==> src/rtl/dbd_pkg.sv <==
`timescale 1ns / 1ps
// ============================================================================
// dbd_pkg
// Shared types and constants for the drawing bytecode decoder: opcode fields,
// classified operations, queue entry layout and result kinds.
// ============================================================================
package dbd_pkg;

    // Byte layout
    localparam int OPERAND_BITS = 6;
    localparam int CODE_BITS    = 8;
    localparam int DEF_ACC_BITS = 32;

    // Byte count saturates here
    localparam logic [2:0] COUNT_MAX = 3'd5;

    // Entries in the front-to-back queue
    localparam int QUEUE_DEPTH = 4;

    // Top-level opcodes (bits 7..6)
    localparam logic [1:0] OPC_DX   = 2'd0;
    localparam logic [1:0] OPC_DY   = 2'd1;
    localparam logic [1:0] OPC_DATA = 2'd2;
    localparam logic [1:0] OPC_EXT  = 2'd3;

    // Extended operands
    localparam logic [5:0] EXT_PEN    = 6'd0;
    localparam logic [5:0] EXT_PAUSE  = 6'd1;
    localparam logic [5:0] EXT_CLEAR  = 6'd2;
    localparam logic [5:0] EXT_KEY    = 6'd3;
    localparam logic [5:0] EXT_COLOUR = 6'd4;

    // Result kinds
    typedef enum logic [2:0] {
        KIND_LINE   = 3'd0,
        KIND_PAUSE  = 3'd1,
        KIND_CLEAR  = 3'd2,
        KIND_KEY    = 3'd3,
        KIND_COLOUR = 3'd4
    } t_kind;

    // Operations after classification
    typedef enum logic [3:0] {
        OP_DX,
        OP_DY,
        OP_DATA,
        OP_PEN,
        OP_PAUSE,
        OP_CLEAR,
        OP_KEY,
        OP_COLOUR,
        OP_NOP
    } t_op;

    // One queue entry
    typedef struct packed {
        t_op                     op;
        logic [OPERAND_BITS-1:0] operand;
    } t_item;

endpackage

==> src/rtl/dbd_ifs.sv <==
`timescale 1ns / 1ps
// ============================================================================
// dbd channel interfaces
// Valid/ready channels for command bytes in and drawing commands out.
// ============================================================================
interface dbd_in_if;
    logic       valid;
    logic       ready;
    logic [7:0] code_byte;

    modport source (output valid, output code_byte, input ready);
    modport sink   (input valid, input code_byte, output ready);
endinterface

interface dbd_out_if;
    logic               valid;
    logic               ready;
    logic [2:0]         command_kind;
    logic signed [15:0] start_x;
    logic signed [15:0] start_y;
    logic signed [15:0] end_x;
    logic signed [15:0] end_y;
    logic [31:0]        command_value;

    modport source (output valid, output command_kind, output start_x, output start_y,
                    output end_x, output end_y, output command_value, input ready);
    modport sink   (input valid, input command_kind, input start_x, input start_y,
                    input end_x, input end_y, input command_value, output ready);
endinterface

==> src/rtl/dbd_front.sv <==
`timescale 1ns / 1ps
// ============================================================================
// dbd_front
// Accepts command bytes and classifies them into operations. Unused extended
// codes are dropped here. One registered stage toward the queue.
// ============================================================================
module dbd_front
    import dbd_pkg::*;
(
    input  logic  i_clk,
    input  logic  i_rst_n,
    dbd_in_if.sink i_code,
    output logic  o_valid,
    output t_item o_item,
    input  logic  i_ready
);

    logic  r_valid;
    t_item r_item;
    t_item n_item;
    logic  take;

    assign take         = !r_valid || i_ready;
    assign i_code.ready = take;
    assign o_valid      = r_valid;
    assign o_item       = r_item;

    // Decode opcode and extended operand
    always_comb begin
        n_item.operand = i_code.code_byte[OPERAND_BITS-1:0];
        case (i_code.code_byte[CODE_BITS-1:OPERAND_BITS])
            OPC_DX:   n_item.op = OP_DX;
            OPC_DY:   n_item.op = OP_DY;
            OPC_DATA: n_item.op = OP_DATA;
            default: begin
                case (i_code.code_byte[OPERAND_BITS-1:0])
                    EXT_PEN:    n_item.op = OP_PEN;
                    EXT_PAUSE:  n_item.op = OP_PAUSE;
                    EXT_CLEAR:  n_item.op = OP_CLEAR;
                    EXT_KEY:    n_item.op = OP_KEY;
                    EXT_COLOUR: n_item.op = OP_COLOUR;
                    default:    n_item.op = OP_NOP;
                endcase
            end
        endcase
    end

    // Stage register; no-ops never enter the queue
    always_ff @(posedge i_clk) begin
        if (!i_rst_n) begin
            r_valid <= 1'b0;
        end else if (take) begin
            r_valid <= i_code.valid && (n_item.op != OP_NOP);
        end
        if (take) begin
            r_item <= n_item;
        end
    end

endmodule

==> src/rtl/dbd_queue.sv <==
`timescale 1ns / 1ps
// ============================================================================
// dbd_queue
// Small FIFO of classified operations between front and back. Ready depends
// only on the fill level, so the two sides stall independently.
// ============================================================================
module dbd_queue
    import dbd_pkg::*;
(
    input  logic  i_clk,
    input  logic  i_rst_n,
    input  logic  i_valid,
    input  t_item i_item,
    output logic  o_ready,
    output logic  o_valid,
    output t_item o_item,
    input  logic  i_ready
);

    localparam int PTR_W = $clog2(QUEUE_DEPTH);
    localparam int CNT_W = $clog2(QUEUE_DEPTH + 1);

    t_item            r_mem [QUEUE_DEPTH];
    logic [PTR_W-1:0] r_wr_ptr;
    logic [PTR_W-1:0] r_rd_ptr;
    logic [CNT_W-1:0] r_count;
    logic             push;
    logic             pop;

    assign o_ready = (r_count != CNT_W'(QUEUE_DEPTH));
    assign o_valid = (r_count != '0);
    assign o_item  = r_mem[r_rd_ptr];
    assign push    = i_valid && o_ready;
    assign pop     = o_valid && i_ready;

    // Pointers and fill level
    always_ff @(posedge i_clk) begin
        if (!i_rst_n) begin
            r_wr_ptr <= '0;
            r_rd_ptr <= '0;
            r_count  <= '0;
        end else begin
            if (push) begin
                r_wr_ptr <= PTR_W'(r_wr_ptr + 1'b1);
            end
            if (pop) begin
                r_rd_ptr <= PTR_W'(r_rd_ptr + 1'b1);
            end
            case ({push, pop})
                2'b10:   r_count <= CNT_W'(r_count + 1'b1);
                2'b01:   r_count <= CNT_W'(r_count - 1'b1);
                default: r_count <= r_count;
            endcase
        end
    end

    // Entry storage
    always_ff @(posedge i_clk) begin
        if (push) begin
            r_mem[r_wr_ptr] <= i_item;
        end
    end

endmodule

==> src/rtl/dbd_back.sv <==
`timescale 1ns / 1ps
// ============================================================================
// dbd_back
// Executes classified operations: accumulator and byte count, step and pen
// position, pen state, and the command output register.
// ============================================================================
module dbd_back
    import dbd_pkg::*;
#(
    parameter int ACC_BITS = DEF_ACC_BITS
) (
    input  logic       i_clk,
    input  logic       i_rst_n,
    input  logic       i_valid,
    input  t_item      i_item,
    output logic       o_ready,
    dbd_out_if.source  o_cmd
);

    // Architectural state
    logic [15:0]         r_pos_x;
    logic [15:0]         r_pos_y;
    logic [31:0]         r_step_x;
    logic [ACC_BITS-1:0] r_acc;
    logic [2:0]          r_count;
    logic                r_pen;

    logic [15:0]         n_pos_x;
    logic [15:0]         n_pos_y;
    logic [31:0]         n_step_x;
    logic [ACC_BITS-1:0] n_acc;
    logic [2:0]          n_count;
    logic                n_pen;

    // Output register
    logic        r_out_valid;
    t_kind       r_kind;
    logic [15:0] r_sx;
    logic [15:0] r_sy;
    logic [15:0] r_ex;
    logic [15:0] r_ey;
    logic [31:0] r_value;

    t_kind       n_kind;
    logic [15:0] n_sx;
    logic [15:0] n_sy;
    logic [15:0] n_ex;
    logic [15:0] n_ey;
    logic [31:0] n_value;
    logic        emit;

    logic [ACC_BITS-1:0] acc_sh;
    logic [63:0]         acc_ext;
    logic [2:0]          cnt_sh;
    logic                sign;
    logic [31:0]         span;
    logic [31:0]         sval;
    logic [31:0]         acc_lo;
    logic [15:0]         nx;
    logic [15:0]         ny;
    logic                out_free;
    logic                fire;

    assign out_free = !r_out_valid || o_cmd.ready;
    assign o_ready  = !emit || out_free;
    assign fire     = i_valid && o_ready;

    // Shift operand in, then read as signed value of 6 * count bits
    always_comb begin
        acc_sh  = ACC_BITS'({r_acc, i_item.operand});
        acc_ext = 64'(acc_sh);
        cnt_sh  = (r_count < COUNT_MAX) ? 3'(r_count + 3'd1) : COUNT_MAX;
        case (cnt_sh)
            3'd1:    begin sign = acc_ext[5];  span = 32'h0000_0040; end
            3'd2:    begin sign = acc_ext[11]; span = 32'h0000_1000; end
            3'd3:    begin sign = acc_ext[17]; span = 32'h0004_0000; end
            3'd4:    begin sign = acc_ext[23]; span = 32'h0100_0000; end
            3'd5:    begin sign = acc_ext[29]; span = 32'h4000_0000; end
            default: begin sign = 1'b0;        span = 32'h0000_0000; end
        endcase
        sval   = 32'(acc_sh) - (sign ? span : 32'h0);
        acc_lo = 32'(r_acc);
        nx     = 16'(r_pos_x + r_step_x[15:0]);
        ny     = 16'(r_pos_y + sval[15:0]);
    end

    // Operation execution
    always_comb begin
        n_pos_x  = r_pos_x;
        n_pos_y  = r_pos_y;
        n_step_x = r_step_x;
        n_acc    = r_acc;
        n_count  = r_count;
        n_pen    = r_pen;
        emit     = 1'b0;
        n_kind   = KIND_LINE;
        n_sx     = '0;
        n_sy     = '0;
        n_ex     = '0;
        n_ey     = '0;
        n_value  = '0;
        case (i_item.op)
            OP_DX: begin
                n_step_x = sval;
                n_acc    = '0;
                n_count  = '0;
            end
            OP_DY: begin
                emit     = r_pen;
                n_kind   = KIND_LINE;
                n_sx     = r_pos_x;
                n_sy     = r_pos_y;
                n_ex     = nx;
                n_ey     = ny;
                n_pos_x  = nx;
                n_pos_y  = ny;
                n_step_x = '0;
                n_acc    = '0;
                n_count  = '0;
            end
            OP_DATA: begin
                n_acc   = acc_sh;
                n_count = cnt_sh;
            end
            OP_PEN: begin
                n_pen = !r_pen;
            end
            OP_PAUSE: begin
                // delay goes straight to the command; count is kept
                emit    = 1'b1;
                n_kind  = KIND_PAUSE;
                n_value = acc_lo;
                n_acc   = '0;
            end
            OP_CLEAR: begin
                emit    = 1'b1;
                n_kind  = KIND_CLEAR;
                n_acc   = '0;
                n_count = '0;
            end
            OP_KEY: begin
                emit   = 1'b1;
                n_kind = KIND_KEY;
            end
            OP_COLOUR: begin
                emit    = 1'b1;
                n_kind  = KIND_COLOUR;
                n_value = acc_lo;
                n_acc   = '0;
                n_count = '0;
            end
            default: begin
            end
        endcase
    end

    // State and output registers
    always_ff @(posedge i_clk) begin
        if (!i_rst_n) begin
            r_pos_x     <= '0;
            r_pos_y     <= '0;
            r_step_x    <= '0;
            r_acc       <= '0;
            r_count     <= '0;
            r_pen       <= 1'b0;
            r_out_valid <= 1'b0;
        end else begin
            if (fire) begin
                r_pos_x  <= n_pos_x;
                r_pos_y  <= n_pos_y;
                r_step_x <= n_step_x;
                r_acc    <= n_acc;
                r_count  <= n_count;
                r_pen    <= n_pen;
            end
            if (out_free) begin
                r_out_valid <= fire && emit;
            end
        end
        if (out_free && fire && emit) begin
            r_kind  <= n_kind;
            r_sx    <= n_sx;
            r_sy    <= n_sy;
            r_ex    <= n_ex;
            r_ey    <= n_ey;
            r_value <= n_value;
        end
    end

    assign o_cmd.valid         = r_out_valid;
    assign o_cmd.command_kind  = r_kind;
    assign o_cmd.start_x       = r_sx;
    assign o_cmd.start_y       = r_sy;
    assign o_cmd.end_x         = r_ex;
    assign o_cmd.end_y         = r_ey;
    assign o_cmd.command_value = r_value;

endmodule

==> src/rtl/drawing_bytecode_decoder.sv <==
`timescale 1ns / 1ps
// ============================================================================
// drawing_bytecode_decoder
// Interpreter for a byte-coded drawing stream.
//
// Channels: i_code carries one command byte per transaction; o_cmd carries
// one drawing command (line, pause, clear, wait for key, colour) per
// transaction. Bytes that produce no command (data, dx, dy with pen up, pen, unused codes)
// are absorbed silently.
// Throughput: one byte per cycle sustained while o_cmd stays ready; the execute
// unit retires one operation per cycle while the output register is free.
// Path: with no stalls a command reaches o_cmd through the classify register,
// a queue entry and the output register after the edge that takes its byte.
// Stall: when o_cmd is held off, the output register keeps its command and
// the back end keeps retiring bytes that produce none until one that does
// reaches it; that byte and all behind it wait in the four-entry queue, and
// i_code drops ready once queue and classify stage are full.
// Reset: synchronous, active low; clears position, step, accumulator, count,
// pen (up) and empties queue and output.
// ============================================================================
module drawing_bytecode_decoder
    import dbd_pkg::*;
#(
    parameter int ACC_BITS = DEF_ACC_BITS
) (
    input  logic      i_clk,
    input  logic      i_rst_n,
    dbd_in_if.sink    i_code,
    dbd_out_if.source o_cmd
);

    logic  f_valid;
    t_item f_item;
    logic  f_ready;
    logic  q_valid;
    t_item q_item;
    logic  q_ready;

    dbd_front u_front (
        .i_clk   (i_clk),
        .i_rst_n (i_rst_n),
        .i_code  (i_code),
        .o_valid (f_valid),
        .o_item  (f_item),
        .i_ready (f_ready)
    );

    dbd_queue u_queue (
        .i_clk   (i_clk),
        .i_rst_n (i_rst_n),
        .i_valid (f_valid),
        .i_item  (f_item),
        .o_ready (f_ready),
        .o_valid (q_valid),
        .o_item  (q_item),
        .i_ready (q_ready)
    );

    dbd_back #(
        .ACC_BITS (ACC_BITS)
    ) u_back (
        .i_clk   (i_clk),
        .i_rst_n (i_rst_n),
        .i_valid (q_valid),
        .i_item  (q_item),
        .o_ready (q_ready),
        .o_cmd   (o_cmd)
    );

endmodule

==> src/flat_wrapper.sv <==
// flat-port wrapper written by rule: the top's interface ports become plain ports
module drawing_bytecode_decoder_flat import dbd_pkg::*;
#(
    parameter int ACC_BITS = DEF_ACC_BITS
)
  (i_clk, i_rst_n, i_code_valid, i_code_code_byte, i_code_ready, o_cmd_valid, o_cmd_command_kind, o_cmd_start_x, o_cmd_start_y, o_cmd_end_x, o_cmd_end_y, o_cmd_command_value, o_cmd_ready);
  dbd_in_if i_code_i ();
  dbd_out_if o_cmd_i ();
  input  logic i_clk;
  input  logic i_rst_n;
  input wire logic [$bits(i_code_i.valid)-1:0] i_code_valid;
  input wire logic [$bits(i_code_i.code_byte)-1:0] i_code_code_byte;
  output wire logic [$bits(i_code_i.ready)-1:0] i_code_ready;
  output wire logic [$bits(o_cmd_i.valid)-1:0] o_cmd_valid;
  output wire logic [$bits(o_cmd_i.command_kind)-1:0] o_cmd_command_kind;
  output wire logic [$bits(o_cmd_i.start_x)-1:0] o_cmd_start_x;
  output wire logic [$bits(o_cmd_i.start_y)-1:0] o_cmd_start_y;
  output wire logic [$bits(o_cmd_i.end_x)-1:0] o_cmd_end_x;
  output wire logic [$bits(o_cmd_i.end_y)-1:0] o_cmd_end_y;
  output wire logic [$bits(o_cmd_i.command_value)-1:0] o_cmd_command_value;
  input wire logic [$bits(o_cmd_i.ready)-1:0] o_cmd_ready;
  assign i_code_i.valid = i_code_valid;
  assign i_code_i.code_byte = i_code_code_byte;
  assign i_code_ready = i_code_i.ready;
  assign o_cmd_valid = o_cmd_i.valid;
  assign o_cmd_command_kind = o_cmd_i.command_kind;
  assign o_cmd_start_x = o_cmd_i.start_x;
  assign o_cmd_start_y = o_cmd_i.start_y;
  assign o_cmd_end_x = o_cmd_i.end_x;
  assign o_cmd_end_y = o_cmd_i.end_y;
  assign o_cmd_command_value = o_cmd_i.command_value;
  assign o_cmd_i.ready = o_cmd_ready;
  drawing_bytecode_decoder #(.ACC_BITS(ACC_BITS)) u_core (.i_clk(i_clk), .i_rst_n(i_rst_n), .i_code(i_code_i), .o_cmd(o_cmd_i));
endmodule
==> config.mk <==
export PLATFORM = sky130hd
export DESIGN_NAME = drawing_bytecode_decoder_flat
export DESIGN_NICKNAME = d
export VERILOG_FILES = /design/src/rtl/dbd_pkg.sv /design/src/rtl/dbd_ifs.sv /design/src/rtl/dbd_front.sv /design/src/rtl/dbd_queue.sv /design/src/rtl/dbd_back.sv /design/src/rtl/drawing_bytecode_decoder.sv /design/src/flat_wrapper.sv
export SDC_FILE = /design/constraint.sdc
export NUM_CORES = 1
export LEC_CHECK = 0
export BUFFER_PORTS_ARGS = -buffer_cell sky130_fd_sc_hd__clkbuf_2
export CAP_MARGIN = 25
export CORE_AREA = 2 2 153 155
export DETAILED_ROUTE_END_ITERATION = 10
export DIE_AREA = 0 0 155 157
export PLACE_DENSITY = 0.65
export SLEW_MARGIN = 5
export SYNTH_ARGS = -nofsm -noshare
export SYNTH_HDL_FRONTEND = slang
export SYNTH_SLANG_ARGS = --single-unit
export TNS_END_PERCENT = 30
==> constraint.sdc <==
create_clock -name i_clk -period 7.2 [get_ports i_clk]
set_input_delay 0.36 -clock i_clk [delete_from_list [all_inputs] [get_ports i_clk]]
set_output_delay 0.36 -clock i_clk [all_outputs]
set_load 0.01 [all_outputs]
==> flow_summary.yaml <==
global_routing:
  grt_use_total_pct: 18.1
  grt-ovfl-total: 0
  grt_pass1_vias: 6802
  grt_max_degree: 76
  antenna_found_initial: 1
  grt_pass1_wl_mm: 35.2
sta:
  slew_headroom_pct: 38.3
  worstMarginPinSlew_ns: 0.925
  period_minus_slack_ns: 4.52
  slew_violations: 0
  final-hold-violation-count: 0
  fin_crit_sh_pct: 62.8
  max_freq_mhz: 221
  finalSetupViolCount: 0
  fin_tns_setup_ns: 0
  finClkSkew_ns: 0.0185
  rsz0062_at_grt: "no"
clock_network:
  post_cts_resized: 0
  clock-sinks: 244
  clk_path_buf_depth: 3
  clk_pin_slew_worst_paths_ns: 0.06
  postCtsSetupBuffers: 0
  cts_root_buffer: "clkbuf_16"
  ctsHoldBuffers: 0
  cts_made_buffers: 25
  htree_levels: 1
  cts_tree: "yes"
  clock_latency_ns: 0.53
floorplanning:
  ios: 113
  rows: 55
  core_sq_mm: 0.0225
  die_area_sq_mm: 0.0243
  die_width_um: 155
  start_util_pct: 47.5
  die_h_um: 157
layout:
  finalNonFillerCells: 1359
  layout_common_cells: "149 x edfxtp_1, 112 x clkbuf_2, 102 x a21oi_1, 99 x nand2_1, 95 x dfxtp_1"
  nets: 1108
  drive_gt1_share_pct: 16.4
  fin_util_pct: 54.6
  design_area_sq_mm: 0.0123
  multi_input_area_sq_mm: 0.00403
  layout-area-overhead-vs-synth_pct: 14.8
  regArea_sq_mm: 0.00638
  layout_commonest_cell: "edfxtp_1"
  num-fill-cells: 1930
worst_setup_path:
  r2r_cells: 7
  start_kind: "register"
  r2r-end: "u_core.u_back.o_cmd.command_kind[0]"
  endpoint_kind: "register"
  rrSetupSlack_ns: 2.68
  crit_fanout: 75
  critPathKind: "reg -> reg"
  arrival_ns: 4.67
  crit_required_ns: 7.35
synth:
  ys.flop_type: "edfxtp_1"
  syn_inst: 950
  postSynth.asyncResetShare_pct: 0
  synth.distinct_cells: 54
  synth_area_sq_mm: 0.0107
  yosys_warnings: 0
  yosysSeqAreaShare_pct: 59.6
  ys_ff_latch: 244
  synth_edf_count: 149
  syn_area_per_cell_sq_um: 11.3
  synth_nets: 1004
power_and_ir_drop:
  seqPwrFrac_pct: 42.2
  p_switching_mw: 1.50
  clkPwrFrac_pct: 27.1
  power_frac_comb_pct: 30.7
  vdd_drop_max_v: 0.000175
  p_leak_nw: 4.68
  internal_power_mw: 2.90
  sw_frac_of_total_pct: 34.1
  powerDensity_mw_per_mm2: 358
routing:
  post_drt_wl_per_cell_um: 16.4
  drc: 0
  drtAntennaViolNets: 0
  num_vias: 7147
  vias_per_cell: 5.26
  drt_iter0_drc: 344
  routed_wl_mm: 22.3
  firstDrtPassIters: 5
outcome:
  status: "finished clean"
place:
  dp.cells: 1311
  hpwl_mm: 15.3
  dpl_cell_area_sq_mm: 0.0115
  place_congestion: 0.872
  portBuffers: 112
hold_path:
  hold_path.class: "in -> reg"
  holdPathEnd: "u_core.u_front.o_item[4]"
  worstHoldStart: "i_code_code_byte[4]"
  hold_depth: 1
job:
  cap_violations: 0
-- cell usage after synthesis, types with 3 or more instances --
cell type | instances | share of area [%]
and3_1 | 12 | 0.70
o21bai_1 | 3 | 0.21
mux4_2 | 10 | 2.1
a21oi_1 | 102 | 4.8
nor2_1 | 71 | 2.5
nand3_1 | 57 | 2.7
nand2b_1 | 4 | 0.23
a211oi_1 | 9 | 0.63
o2111ai_1 | 3 | 0.25
ha_1 | 39 | 4.6
xnor2_1 | 21 | 1.7
edfxtp_1 | 149 | 42
nand3b_1 | 3 | 0.21
a21boi_0 | 4 | 0.28
inv_1 | 21 | 0.74
buf_2 | 8 | 0.37
or3_1 | 6 | 0.35
o21a_1 | 4 | 0.28
o21ai_0 | 23 | 1.1
mux2i_1 | 7 | 0.66
a21o_1 | 6 | 0.42
a31oi_1 | 4 | 0.23
buf_6 | 4 | 0.42
dfxtp_1 | 95 | 18
nor3b_1 | 3 | 0.21
and2_1 | 84 | 4.9
nand2_1 | 99 | 3.5
nor2b_1 | 7 | 0.41
xor2_1 | 19 | 1.6
clkbuf_1 | 30 | 1.1
nor3_1 | 9 | 0.42
fa_1 | 3 | 0.56
-- worst max-delay path, stage by stage, from the launching register on --
cell	delay, ns
dfxtp_1	0.77
mux4_2	0.68
or2_4	0.31
nor3_4	0.10
buf_4	0.42
a21boi_0	0.27
nor2b_4	0.69
buf_4	0.84
-- how the worst max path moves through the flow --
stage / depth (start not counted) / end / slack (ns)
after global placement: 7 / u_core.u_back.o_cmd.command_kind[2] / 2.73
after global routing: 7 / u_core.u_back.o_cmd.command_value[20] / 2.26
final: 7 / u_core.u_back.o_cmd.command_kind[0] / 2.68
after floorplan: 7 / u_core.u_back.o_cmd.command_kind[0] / 0.48
after detailed placement: 7 / u_core.u_back.o_cmd.command_kind[2] / 2.57
after CTS: 7 / u_core.u_back.o_cmd.end_y[8] / 2.57
-- power by group through the flow --
| stage | Sequential (mW) | Clock [mW] | Combinational, mW |
|---|---|---|---|
| final | 1.85 | 1.19 | 1.35 |
| after global routing | 1.88 | 1.28 | 1.49 |
| after CTS | 1.86 | 1.22 | 1.35 |
| after detailed placement | 1.89 | 0 | 1.34 |
| after global placement | 1.88 | 0 | 1.31 |
| after floorplan | 1.93 | 0 | 0.908 |
-- final cells by class --
type                    count  area share [%]
diodes                      2          0.0408
clock buffers              36            5.69
clock inverters             9           0.469
inverters                  22           0.683
multi-input cells         640            32.8
flip-flops and latches    244            51.9
well taps                 285            2.90
repair buffers            121            5.44
-- cells by family after synthesis --
logic type      Yosys count  synth area share [%]
compound gates          174                  9.38
simple gates            365                  16.9
xor+xnor                 40                  3.28
buf+inv                  66                  2.73
fa+ha+maj                42                  5.13
mux                      19                  2.97
flops                   244                  59.6
-- routing by layer --
layer | vias up | wire [um] | GRT usage (%)
met4 | 0 | 387 | 4.59
met5 | - | 0 | 0
li1 | 3590 | - | -
met1 | 3363 | 10300 | 24.6
met3 | 29 | 1160 | 3.19
met2 | 165 | 10400 | 30.1
-- sequential cells by signal, indices dropped and copies added (netlist names), 3 cells and up, named ones only --
signal	flops
u_core.u_back.acc_lo	32
u_core.u_back.o_cmd.command_kind	3
u_core.u_back.o_cmd.command_value	32
u_core.u_back.o_cmd.end_x	16
u_core.u_back.o_cmd.end_y	16
u_core.u_back.o_cmd.start_x	16
u_core.u_back.o_cmd.start_y	16
u_core.u_back.r_count	3
u_core.u_back.r_pos_x	16
u_core.u_back.r_pos_y	16
u_core.u_back.r_step_x	16
u_core.u_front.o_item	10
u_core.u_queue.r_count	3
u_core.u_queue.r_mem	40
-- stage by stage --
step	total power, mW	hold WS (ns)	setup slack [ns]
6_report	4.40	0.0295	2.68
2_1_floorplan	2.83	0.427	0.477
3_3_place_gp	3.19	0.436	2.73
5_1_grt	4.65	0.0189	2.26
4_1_cts	4.43	0.0121	2.57
3_5_place_dp	3.23	0.442	2.57
No activity file was read; power rests on OpenSTA's default activity.
